**src/design/encoding_index_line_parser_top_macros.svh**
```systemverilog
// Assertion macros for the encoding index line parser.
// Included by the top level; depends on nothing else.
`ifndef ENCODING_INDEX_LINE_PARSER_TOP_MACROS_SVH
`define ENCODING_INDEX_LINE_PARSER_TOP_MACROS_SVH

// Same-cycle implication, disabled while reset is active.
`define EILP_ASSERT_NOW(name, clk, rst_n, ante, cons) \
    name: assert property (@(posedge clk) disable iff (!rst_n) (ante) |-> (cons)) \
        else $error("assertion failed");

// Next-cycle implication, disabled while reset is active.
`define EILP_ASSERT_NEXT(name, clk, rst_n, ante, cons) \
    name: assert property (@(posedge clk) disable iff (!rst_n) (ante) |=> (cons)) \
        else $error("assertion failed");

`endif

```
**src/design/eilp_pkg.sv**
```systemverilog
// Package for the encoding index line parser: widths, character codes,
// parse states, status codes and the hex digit decoder. No dependencies.
package eilp_pkg;

    localparam int POINTER_BITS   = 8;
    localparam int CODEPOINT_BITS = 21;

    // Fixed widths of the result fields.
    localparam int POINTER_OUT_BITS   = 8;
    localparam int CODEPOINT_OUT_BITS = 21;
    localparam int STATUS_BITS        = 4;
    localparam int M_TDATA_BITS       = 40;

    localparam logic [7:0] CHAR_LF    = 8'h0A;
    localparam logic [7:0] CHAR_TAB   = 8'h09;
    localparam logic [7:0] CHAR_SPACE = 8'h20;
    localparam logic [7:0] CHAR_HASH  = 8'h23;
    localparam logic [7:0] CHAR_ZERO  = 8'h30;
    localparam logic [7:0] CHAR_NINE  = 8'h39;
    localparam logic [7:0] CHAR_X     = 8'h78;

    typedef enum logic [2:0] {
        PS_LINE_START   = 3'd0,
        PS_IGNORE       = 3'd1,
        PS_BEFORE_INDEX = 3'd2,
        PS_POINTER      = 3'd3,
        PS_BEFORE_CP    = 3'd4,
        PS_CODEPOINT    = 3'd5
    } parse_state_t;

    typedef enum logic [STATUS_BITS-1:0] {
        STAT_PARSING      = 4'd0,
        STAT_DONE         = 4'd1,
        STAT_BAD_START    = 4'd2,
        STAT_BAD_BEFORE_I = 4'd3,
        STAT_BAD_POINTER  = 4'd4,
        STAT_BAD_BEFORE_C = 4'd5,
        STAT_BAD_CP       = 4'd6,
        STAT_MALFORMED    = 4'd7,
        STAT_OVERFLOW     = 4'd8
    } status_t;

    typedef struct packed {
        logic       valid;
        logic [3:0] value;
    } hex_digit_t;

    function automatic logic is_blank(input logic [7:0] b);
        return (b == CHAR_SPACE) || (b == CHAR_TAB);
    endfunction

    function automatic logic is_dec(input logic [7:0] b);
        return (b >= CHAR_ZERO) && (b <= CHAR_NINE);
    endfunction

    function automatic hex_digit_t hex_decode(input logic [7:0] b);
        hex_digit_t d;
        d.valid = 1'b1;
        d.value = b[3:0];
        if (is_dec(b)) begin
            d.value = b[3:0];
        end else if ((b >= 8'h61 && b <= 8'h66) || (b >= 8'h41 && b <= 8'h46)) begin
            // 'a'..'f' and 'A'..'F' have low nibbles 1..6.
            d.value = b[3:0] + 4'd9;
        end else begin
            d.valid = 1'b0;
        end
        return d;
    endfunction

endpackage

```
**src/design/encoding_index_line_parser_top.sv**
```systemverilog
// Top level of the encoding index line parser: byte parser state and result register.
// Depends on eilp_pkg and encoding_index_line_parser_top_macros.svh.
//
// Usage: the text of a single-byte encoding index enters one byte per beat on the
// s_ channel (s_tdata[7:0] holds the byte, s_tlast marks end of input with the byte
// ignored). Every input beat produces exactly one result beat on the m_ channel:
// m_tuser says a pointer/codepoint pair completed on that byte, m_tdata carries the
// pair and the sticky status. m_tvalid rises in the cycle after the accept.
// Throughput is one byte per cycle unless stalled: the parse state update is one pass
// of logic from the state registers into the result register, so beats may follow
// back to back. When the receiver stalls, the result register holds its beat and s_tready
// drops until that beat is taken; a new byte is accepted in the same cycle the held
// result leaves. Reset clears the parser to line start with status parsing and
// empties the result register. Once the status becomes nonzero it sticks: every
// later byte and end mark reports the same status and no entry, until reset.
`include "encoding_index_line_parser_top_macros.svh"

module encoding_index_line_parser_top (
    input  logic        aclk,
    input  logic        aresetn,
    input  logic        s_tvalid,
    output logic        s_tready,
    input  logic [7:0]  s_tdata,   // [7:0] data_byte
    input  logic        s_tlast,   // end_of_input
    output logic        m_tvalid,
    input  logic        m_tready,
    output logic [eilp_pkg::M_TDATA_BITS-1:0] m_tdata,
    // [7:0] pointer, [28:8] codepoint, [32:29] status, [39:33] zero
    output logic        m_tuser    // entry_valid
);

    localparam int PB  = eilp_pkg::POINTER_BITS;
    localparam int CB  = eilp_pkg::CODEPOINT_BITS;
    localparam int PBX = PB + 4;
    localparam int POB = eilp_pkg::POINTER_OUT_BITS;
    localparam int COB = eilp_pkg::CODEPOINT_OUT_BITS;
    localparam int PW_EXT = (PB > POB) ? PB : POB;
    localparam int CW_EXT = (CB > COB) ? CB : COB;
    localparam int PAD_BITS = eilp_pkg::M_TDATA_BITS - POB - COB - eilp_pkg::STATUS_BITS;

    eilp_pkg::parse_state_t state_reg, state_next, exam_state;
    eilp_pkg::status_t      status_reg, status_next;
    logic [PB-1:0]          ptr_reg, ptr_next;
    logic [CB-1:0]          cp_reg, cp_next;
    logic                   seen_reg, seen_next;
    logic                   entry_next;
    logic                   examine;

    logic                   m_valid_reg;
    logic                   m_entry_reg;
    logic [POB-1:0]         m_ptr_reg, m_ptr_next;
    logic [COB-1:0]         m_cp_reg, m_cp_next;
    eilp_pkg::status_t      m_status_reg;

    logic                   accept;
    logic [7:0]             b;
    logic [PBX-1:0]         ptr_wide, ptr_sum;
    logic                   ptr_ovf, cp_ovf;
    eilp_pkg::hex_digit_t   hex;
    logic [PW_EXT-1:0]      ptr_ext;
    logic [CW_EXT-1:0]      cp_ext;

    assign s_tready = !m_valid_reg || m_tready;
    assign accept   = s_tvalid && s_tready;
    assign b        = s_tdata;

    // Decimal accumulate as shift-and-add; the top four bits flag overflow.
    assign ptr_wide = PBX'(ptr_reg);
    assign ptr_sum  = (ptr_wide << 3) + (ptr_wide << 1) + PBX'(b[3:0]);
    assign ptr_ovf  = |ptr_sum[PBX-1:PB];
    assign hex      = eilp_pkg::hex_decode(b);
    assign cp_ovf   = |cp_reg[CB-1:CB-4];

    always_comb begin
        state_next  = state_reg;
        status_next = status_reg;
        ptr_next    = ptr_reg;
        cp_next     = cp_reg;
        seen_next   = seen_reg;
        entry_next  = 1'b0;
        examine     = 1'b0;
        exam_state  = state_reg;
        if (status_reg == eilp_pkg::STAT_PARSING) begin
            if (s_tlast) begin
                status_next = (state_reg == eilp_pkg::PS_LINE_START) ?
                              eilp_pkg::STAT_DONE : eilp_pkg::STAT_MALFORMED;
            end else begin
                unique case (state_reg)
                    eilp_pkg::PS_POINTER: begin
                        if (eilp_pkg::is_dec(b)) begin
                            ptr_next  = ptr_sum[PB-1:0];
                            seen_next = 1'b1;
                            if (ptr_ovf) begin
                                status_next = eilp_pkg::STAT_OVERFLOW;
                            end
                        end else if (!seen_reg) begin
                            status_next = eilp_pkg::STAT_BAD_POINTER;
                        end else begin
                            state_next = eilp_pkg::PS_BEFORE_CP;
                            exam_state = eilp_pkg::PS_BEFORE_CP;
                            examine    = 1'b1;
                        end
                    end
                    eilp_pkg::PS_CODEPOINT: begin
                        if (hex.valid) begin
                            cp_next   = {cp_reg[CB-5:0], hex.value};
                            seen_next = 1'b1;
                            if (cp_ovf) begin
                                status_next = eilp_pkg::STAT_OVERFLOW;
                            end
                        end else if (!seen_reg) begin
                            status_next = eilp_pkg::STAT_BAD_CP;
                        end else begin
                            // The terminating byte is looked at again as a comment byte.
                            entry_next = 1'b1;
                            state_next = eilp_pkg::PS_IGNORE;
                            exam_state = eilp_pkg::PS_IGNORE;
                            examine    = 1'b1;
                        end
                    end
                    default: begin
                        examine = 1'b1;
                    end
                endcase

                if (examine) begin
                    unique case (exam_state)
                        eilp_pkg::PS_IGNORE: begin
                            if (b == eilp_pkg::CHAR_LF) begin
                                state_next = eilp_pkg::PS_LINE_START;
                            end
                        end
                        eilp_pkg::PS_BEFORE_INDEX: begin
                            if (eilp_pkg::is_blank(b)) begin
                                state_next = exam_state;
                            end else if (eilp_pkg::is_dec(b)) begin
                                ptr_next   = PB'(b[3:0]);
                                seen_next  = 1'b1;
                                state_next = eilp_pkg::PS_POINTER;
                            end else begin
                                status_next = eilp_pkg::STAT_BAD_BEFORE_I;
                            end
                        end
                        eilp_pkg::PS_BEFORE_CP: begin
                            if (eilp_pkg::is_blank(b) || b == eilp_pkg::CHAR_ZERO) begin
                                state_next = exam_state;
                            end else if (b == eilp_pkg::CHAR_X) begin
                                cp_next    = '0;
                                seen_next  = 1'b0;
                                state_next = eilp_pkg::PS_CODEPOINT;
                            end else begin
                                status_next = eilp_pkg::STAT_BAD_BEFORE_C;
                            end
                        end
                        default: begin
                            state_next = eilp_pkg::PS_LINE_START;
                            if (b == eilp_pkg::CHAR_HASH) begin
                                state_next = eilp_pkg::PS_IGNORE;
                            end else if (b == eilp_pkg::CHAR_LF) begin
                                state_next = eilp_pkg::PS_LINE_START;
                            end else if (eilp_pkg::is_blank(b)) begin
                                state_next = eilp_pkg::PS_BEFORE_INDEX;
                            end else if (eilp_pkg::is_dec(b)) begin
                                ptr_next   = PB'(b[3:0]);
                                seen_next  = 1'b1;
                                state_next = eilp_pkg::PS_POINTER;
                            end else begin
                                status_next = eilp_pkg::STAT_BAD_START;
                            end
                        end
                    endcase
                end
            end
        end
    end

    // Result payload: the pair is only shown on a beat that completes an entry.
    always_comb begin
        ptr_ext    = PW_EXT'(ptr_reg);
        cp_ext     = CW_EXT'(cp_reg);
        m_ptr_next = entry_next ? ptr_ext[POB-1:0] : '0;
        m_cp_next  = entry_next ? cp_ext[COB-1:0] : '0;
    end

    always_ff @(posedge aclk) begin
        if (!aresetn) begin
            state_reg   <= eilp_pkg::PS_LINE_START;
            status_reg  <= eilp_pkg::STAT_PARSING;
            ptr_reg     <= '0;
            cp_reg      <= '0;
            seen_reg    <= 1'b0;
            m_valid_reg <= 1'b0;
        end else begin
            if (accept) begin
                state_reg   <= state_next;
                status_reg  <= status_next;
                ptr_reg     <= ptr_next;
                cp_reg      <= cp_next;
                seen_reg    <= seen_next;
                m_valid_reg <= 1'b1;
            end else if (m_tready) begin
                m_valid_reg <= 1'b0;
            end
        end
    end

    always_ff @(posedge aclk) begin
        if (accept) begin
            m_entry_reg  <= entry_next;
            m_ptr_reg    <= m_ptr_next;
            m_cp_reg     <= m_cp_next;
            m_status_reg <= status_next;
        end
    end

    assign m_tvalid = m_valid_reg;
    assign m_tuser  = m_entry_reg;
    assign m_tdata  = {{PAD_BITS{1'b0}}, m_status_reg, m_cp_reg, m_ptr_reg};

    `EILP_ASSERT_NOW(a_entry_only_while_parsing, aclk, aresetn,
        m_valid_reg && m_entry_reg, m_status_reg == eilp_pkg::STAT_PARSING)

    `EILP_ASSERT_NEXT(a_status_sticks, aclk, aresetn,
        status_reg != eilp_pkg::STAT_PARSING, status_reg == $past(status_reg))

    `EILP_ASSERT_NEXT(a_end_sets_final_status, aclk, aresetn,
        accept && s_tlast && status_reg == eilp_pkg::STAT_PARSING,
        m_status_reg == eilp_pkg::STAT_DONE || m_status_reg == eilp_pkg::STAT_MALFORMED)

endmodule
```
**config.mk**
```make
export PLATFORM = sky130hd
export DESIGN_NAME = encoding_index_line_parser_top
export DESIGN_NICKNAME = d
export VERILOG_FILES = /design/src/design/eilp_pkg.sv /design/src/design/encoding_index_line_parser_top.sv
export VERILOG_INCLUDE_DIRS = /design/src /design/src/design
export SDC_FILE = /design/constraint.sdc
export NUM_CORES = 1
export LEC_CHECK = 0
export BUFFER_PORTS_ARGS = -buffer_cell sky130_fd_sc_hd__buf_2
export CAP_MARGIN = 20
export CELL_PAD_IN_SITES_DETAIL_PLACEMENT = 0
export CELL_PAD_IN_SITES_GLOBAL_PLACEMENT = 1
export CORE_ASPECT_RATIO = 1.75
export CORE_MARGIN = 4
export CORE_UTILIZATION = 35
export CTS_CLUSTER_SIZE = 24
export DETAILED_ROUTE_END_ITERATION = 7
export HOLD_SLACK_MARGIN = 0.03
export PLACE_DENSITY_LB_ADDON = 0.12
export SLEW_MARGIN = 20
export SYNTH_ARGS = -nofsm -noshare
export SYNTH_HDL_FRONTEND = slang
export SYNTH_SLANG_ARGS = --single-unit
```
**constraint.sdc**
```tcl
create_clock -name aclk -period 6.1 [get_ports aclk]
set_input_delay 0.915 -clock aclk [delete_from_list [all_inputs] [get_ports aclk]]
set_output_delay 0.915 -clock aclk [all_outputs]
set_load 0.05 [all_outputs]
```
After elaboration in Yosys (flattened, before gate mapping)
Index checks and enable logic that the tools add are counted.
W data, S select, Z words.
- output and inout bits: 43
- flip-flop bits (word level): 72
- bitwise gates (word level): 1
- eq/ne operators: 11
- magnitude comparators: 6
- reductions and logical operators: 16
- multiplexer cells: 78
- add/subtract/negate cells: 3
- operators with widths (operator ; number):
    $mux W21 ; 6
    $mux W4 ; 19
    $mux W8 ; 7
    $mux W3 ; 13
    $eq A8 B6 Y1 const B ; 3
    $mux W1 ; 21
    $eq A8 B4 Y1 const B ; 2
    $ge A8 B7 Y1 const B ; 2
    $le A8 B7 Y1 const B ; 2
    $pmux W8 S2 ; 1
    $add A11 B9 Y12 ; 1
    $add A12 B4 Y12 ; 1
    $pmux W4 S3 ; 1
    $pmux W3 S3 ; 1
    $eq A8 B7 Y1 const B ; 1
    $ge A8 B6 Y1 const B ; 1
    $le A8 B6 Y1 const B ; 1
    $mux W2 ; 4
    $pmux W4 S2 ; 1
    $reduce_or A4 Y1 ; 2
    $eq A3 B2 Y1 const B ; 2
    $eq A3 B3 Y1 const B ; 2
    $pmux W3 S2 ; 1
    $add A4 B4 Y4 const B ; 1
    12 further kinds ; 19

Depth between registers and ports, before layout
- depth after elaboration: 15
- gate-level depth with buffers: 11

Least setup slack after synthesis
Ideal clock, no wire load.
- path type: input -> register
- start point: in m_tready
- end point: reg ptr_reg[5] (netlist: ptr_ext[5])
- arrival: 3.930 ns
- setup time: 0.117 ns
- stages on the path: 8
- required time: 5.983 ns
- setup slack: 2.053 ns
- path through: nand2b_1 > and2_1 > clkbuf_1 > nand2_1 > a21o_1 > a211o_1 > and2_4 > a22o_1
- cells in the longest elaborated chain, start to end: 3
- ends and longest elaborated chain (element ; line ; source):
    from (decl) ; encoding_index_line_parser_top.sv:26 ; input logic m_tready,
    $logic_or A1 B1 Y1 ; encoding_index_line_parser_top.sv:63 ; assign s_tready = !m_valid_reg || m_tready;
    $logic_and A1 B1 Y1 ; encoding_index_line_parser_top.sv:64 ; assign accept = s_tvalid && s_tready;
    via accept ; encoding_index_line_parser_top.sv:55 ; logic accept;
    $reduce_and A3 Y1 (no source line) ; n/a ;
    to (signal assigned) ; encoding_index_line_parser_top.sv:197 ; ptr_reg <= ptr_next;
    to (decl) ; encoding_index_line_parser_top.sv:43 ; logic [PB-1:0] ptr_reg, ptr_next;
The timed path passes the listed nets, and every way through them passes these cells.
A chain may end at the register's enable or synchronous reset.

Worst setup path in the final report
- start point: in s_tdata[3]
- end point: reg m_status_reg[3] (data pin)
- cells in the longest elaborated chain, start to end: 15
- elaborated cells on any way between the ends: 51
- classes of those cells: add/sub (1); order compare (6); eq/ne (9); mux (28); reduce/logical (7)
- ends and longest elaborated chain (element ; line ; source):
    from (decl) ; encoding_index_line_parser_top.sv:23 ; input logic [7:0] s_tdata,
    branches (longest 12 deep; another with $add A12 B4 Y12) ; n/a ;
    $mux W4 * ; encoding_index_line_parser_top.sv:126 ; if (examine) begin
    $mux W4 * ; encoding_index_line_parser_top.sv:84 ; if (s_tlast) begin
    $mux W4 * ; encoding_index_line_parser_top.sv:83 ; if (status_reg == eilp_pkg::STAT_PARSING) begin
    via status_next[3] ; encoding_index_line_parser_top.sv:42 ; eilp_pkg::status_t status_reg, status_next;
    to (signal assigned) ; encoding_index_line_parser_top.sv:212 ; m_status_reg <= status_next;
    to (decl) ; encoding_index_line_parser_top.sv:53 ; eilp_pkg::status_t m_status_reg;
Mark *: on every way through the listed nets, which the timed path passes. The select of a mux whose other input is x is not followed.

==> metrics.md <==
| Metric | Value |
|---|---|
| Comb pwr share | `0.112` |
| Worst-path fanout max | `12` |
| Post-synthesis instance total | `384` |
| Unique masters post-synth | `62` |
| Sum of net half-perimeters after detailed placement | `7330 um` |
| Diode insertion count for antenna repair | `0` |
| Via count of the first global-routing pass | `3010` |
| Ports placed on the boundary | `56` |
| Synth Warn # | `0` |
| Number of H-tree levels | `3` |
| Initial cell density of the core | `0.360` |
| Cts hold-fix bufs | `0` |
| Leakage power of the design | `1.80 nW` |
| Average instance area after synthesis | `10.1 sq um` |
| PwrDens | `269 nW/um^2` |
| Routability congestion estimate from global placement | `0.895` |
| Path type of the worst min-delay path | `reg2reg` |
| Required arrival time at the worst endpoint | `6.16 ns` |
| Kind of end point of the critical path | `register` |
| DRC violations left | `0` |
| Root buffer cell | `sky130_fd_sc_hd__clkbuf_16` |
| Total Die Area | `12900 sq um` |
| Wire length reported by the detailed router | `9490 um` |
| Sequential share of power | `0.434` |
| Total negative setup slack | `0 ns` |
| Num rows | `50` |
| First-pass GRT wire length | `15500 um` |
| Later-pin clock latency in the skew report | `0.32 ns` |
| Part of the power in the clock network | `0.454` |
| Most used standard cell by instance count after synthesis | `sky130_fd_sc_hd__dfxtp_1` |
| Crit share post-route | `0.529` |
| CORE AREA | `10800 sq um` |
| Async set-reset flop share out of synthesis | `0` |
| Most used DFF post-synth | `sky130_fd_sc_hd__dfxtp_1` |
| Via density per instance | `5.28` |
| First-pass iteration count of the detailed router | `4` |
| Cell internal pwr | `0.912 mW` |
| Number of flip-flops and latches in the synthesized netlist | `72` |
| Worst Setup Path Type | `in2reg` |
| Status | `completed` |
| Worst IR Drop VDD | `0.153 mV` |
| Number of violations of the max-capacitance limit | `0` |
| Layout-stage area growth over the synthesis result | `16.8%` |
| Final critical-path required period | `3.23 ns` |
| Overall global routing resource usage | `0.155` |
| Initial antenna violation count | `0` |
| Max Freq | `310 MHz` |
| Clock Path Buffers | `2` |
| TritonCTS clock tree | `yes` |
| Share of cells above drive strength 1 | `0.185` |
| Number of DRC markers after the initial detailed-route iteration | `141` |
| Register-to-register path setup slack | `3.35 ns` |
| Endpoints failing setup | `0` |
| Yosys top cell by area | `sky130_fd_sc_hd__edfxtp_1` |
| Width of the die | `87.5 um` |
| Total net switching power | `0.305 mW` |
| Number of buffers inserted during clock tree synthesis | `9` |
| Cells taking the most area after synthesis | `sky130_fd_sc_hd__edfxtp_1, sky130_fd_sc_hd__dfxtp_1, sky130_fd_sc_hd__ha_1, sky130_fd_sc_hd__and2_1, sky130_fd_sc_hd__a22oi_1` |
| Buffers on Ports | `48` |
| Total design power | `1.22 mW` |
| Antenna Violating Nets Remaining | `0` |
| Final-stage net count | `463` |
| Average wire per standard cell | `16.9 um` |
| Slew Viols, Final | `0` |
| Leading post-synthesis cells by instance count | `sky130_fd_sc_hd__dfxtp_1, sky130_fd_sc_hd__edfxtp_1, sky130_fd_sc_hd__and2_1, sky130_fd_sc_hd__a22oi_1, sky130_fd_sc_hd__nand2_1` |
| Synthesized cell area | `3870 sq um` |
| Quantity of gates resized following cts | `0` |
| Worst-case headroom to the max-slew limit | `0.389` |
| Post-synth top area share | `0.264` |
| Clock tree skew after final layout | `0.00449 ns` |
| Sink Count | `72` |
| Critical Path Start Type | `input pin` |
| Total congestion overflow | `0` |
| Endpoint arrival time on the critical path | `3.29 ns` |
| Largest net degree at the start of global routing | `41` |
| Worst Max-Slew Pin Slew | `0.917 ns` |
| Sequential element share of the synthesized area | `0.460` |
| Clock Pin Slew Worst Setup and Hold Paths | `0.06 ns` |
| Setup repair after global routing missed its margin | `false` |
| Routed via count | `2970` |
| Final hold violations | `0` |
| Number of enable flip-flop cells after synthesis | `34` |
| Sw Ratio | `0.251` |
| Post-CTS setup buffer count | `0` |
| Height of the die | `147 um` |
-- critical path: stages --
cell	delay [ns]
sky130_fd_sc_hd__buf_2	0.20
sky130_fd_sc_hd__inv_1	0.13
sky130_fd_sc_hd__fa_1	0.54
sky130_fd_sc_hd__inv_1	0.06
sky130_fd_sc_hd__fa_1	0.47
sky130_fd_sc_hd__a211oi_1	0.26
sky130_fd_sc_hd__o21a_1	0.20
sky130_fd_sc_hd__o21ai_0	0.08
sky130_fd_sc_hd__nor3b_1	0.14
sky130_fd_sc_hd__a41oi_1	0.16
sky130_fd_sc_hd__o211ai_1	0.13
-- routing by layer --
| layer | track usage | part of all wire | vias to the layer above |
|---|---|---|---|
| li1 | - | - | 1495 |
| met2 | 0.286 | 0.56 | 72 |
| met3 | 0.0247 | 0.032 | 17 |
| met1 | 0.165 | 0.37 | 1386 |
| met5 | 0 | 0 | - |
| met4 | 0.0753 | 0.030 | 0 |
-- final cells by class --
class	count	area [sq um]
Multi-Input combinational cell	281	1950
Fill cell	1090	6240
Timing Repair Buffer	51	263
Clock inverter	7	93.8
Tap cell	130	163
Clock buffer	9	225
Inverter	13	48.8
Sequential cell	72	1780
-- stage by stage --
| step | setup slack, ns | instances | cell area, sq um | hold slack (ns) | util |
|---|---|---|---|---|---|
| 2_1_floorplan | 2.05 | 390 | 3890 | 0.474 | - |
| 6_report | 2.87 | 563 | 4520 | 0.504 | 0.420 |
| 3_3_place_gp | 2.57 | 547 | 4200 | 0.494 | 0.391 |
| 5_1_grt | 2.70 | 563 | 4520 | 0.545 | 0.420 |
| 3_5_place_dp | 2.53 | 547 | 4200 | 0.494 | 0.391 |
| 4_1_cts | 2.86 | 563 | 4520 | 0.508 | 0.420 |
-- power groups by stage --
stage	clock network (mW)	registers, mW	logic (mW)
after floorplan	0	0.581	0.0628
after detailed placement	0	0.538	0.138
final	0.553	0.528	0.137
after global placement	0	0.538	0.138
after CTS	0.569	0.528	0.139
after global routing	0.587	0.529	0.148
-- layout by cell type, fill, tap and decap left out, types with 6 or more instances in the layout --
cell and count:
sky130_fd_sc_hd__buf_2 48, sky130_fd_sc_hd__dfxtp_1 38, sky130_fd_sc_hd__edfxtp_1 34, sky130_fd_sc_hd__and2_1 30, sky130_fd_sc_hd__a22oi_1 23, sky130_fd_sc_hd__nand2_1 22
sky130_fd_sc_hd__nor2b_1 21, sky130_fd_sc_hd__nor2_1 20, sky130_fd_sc_hd__ha_1 20, sky130_fd_sc_hd__o21ai_0 16, sky130_fd_sc_hd__inv_1 13, sky130_fd_sc_hd__a21oi_1 10
sky130_fd_sc_hd__clkbuf_16 9, sky130_fd_sc_hd__nor3_1 8, sky130_fd_sc_hd__nand3_1 7, sky130_fd_sc_hd__conb_1 7, sky130_fd_sc_hd__a21o_1 6, sky130_fd_sc_hd__a22o_1 6
sky130_fd_sc_hd__xnor2_1 6
-- path summary, 6_finish.rpt --
path	to	cells past startpoint	startpoint
max	m_status_reg[3]$_DFFE_PP_	11	s_tdata[3]
min reg2reg	ptr_ext[0]$_SDFFE_PN0P_	1	ptr_ext[0]$_SDFFE_PN0P_
min	ptr_ext[0]$_SDFFE_PN0P_	1	ptr_ext[0]$_SDFFE_PN0P_
max reg2reg	m_status_reg[3]$_DFFE_PP_	10	ptr_ext[2]$_SDFFE_PN0P_
-- kinds of logic (layout without fill, tap and decap cells) --
kind of cell / count (synthesis) / count (layout) / share of synthesized area
AND/OR/NAND/NOR: 137 / 137 / 0.200
AO/OA/AOI/OAI: 107 / 107 / 0.200
flip-flops: 72 / 72 / 0.460
buffers and inverters: 37 / 80 / 0.0449
adder cells (fa/ha/maj): 22 / 22 / 0.0750
XOR/XNOR: 7 / 7 / 0.0158
other: 1 / 7 / 0.000969
multiplexers: 1 / 1 / 0.00291
Power figures use the tool's default switching activity.
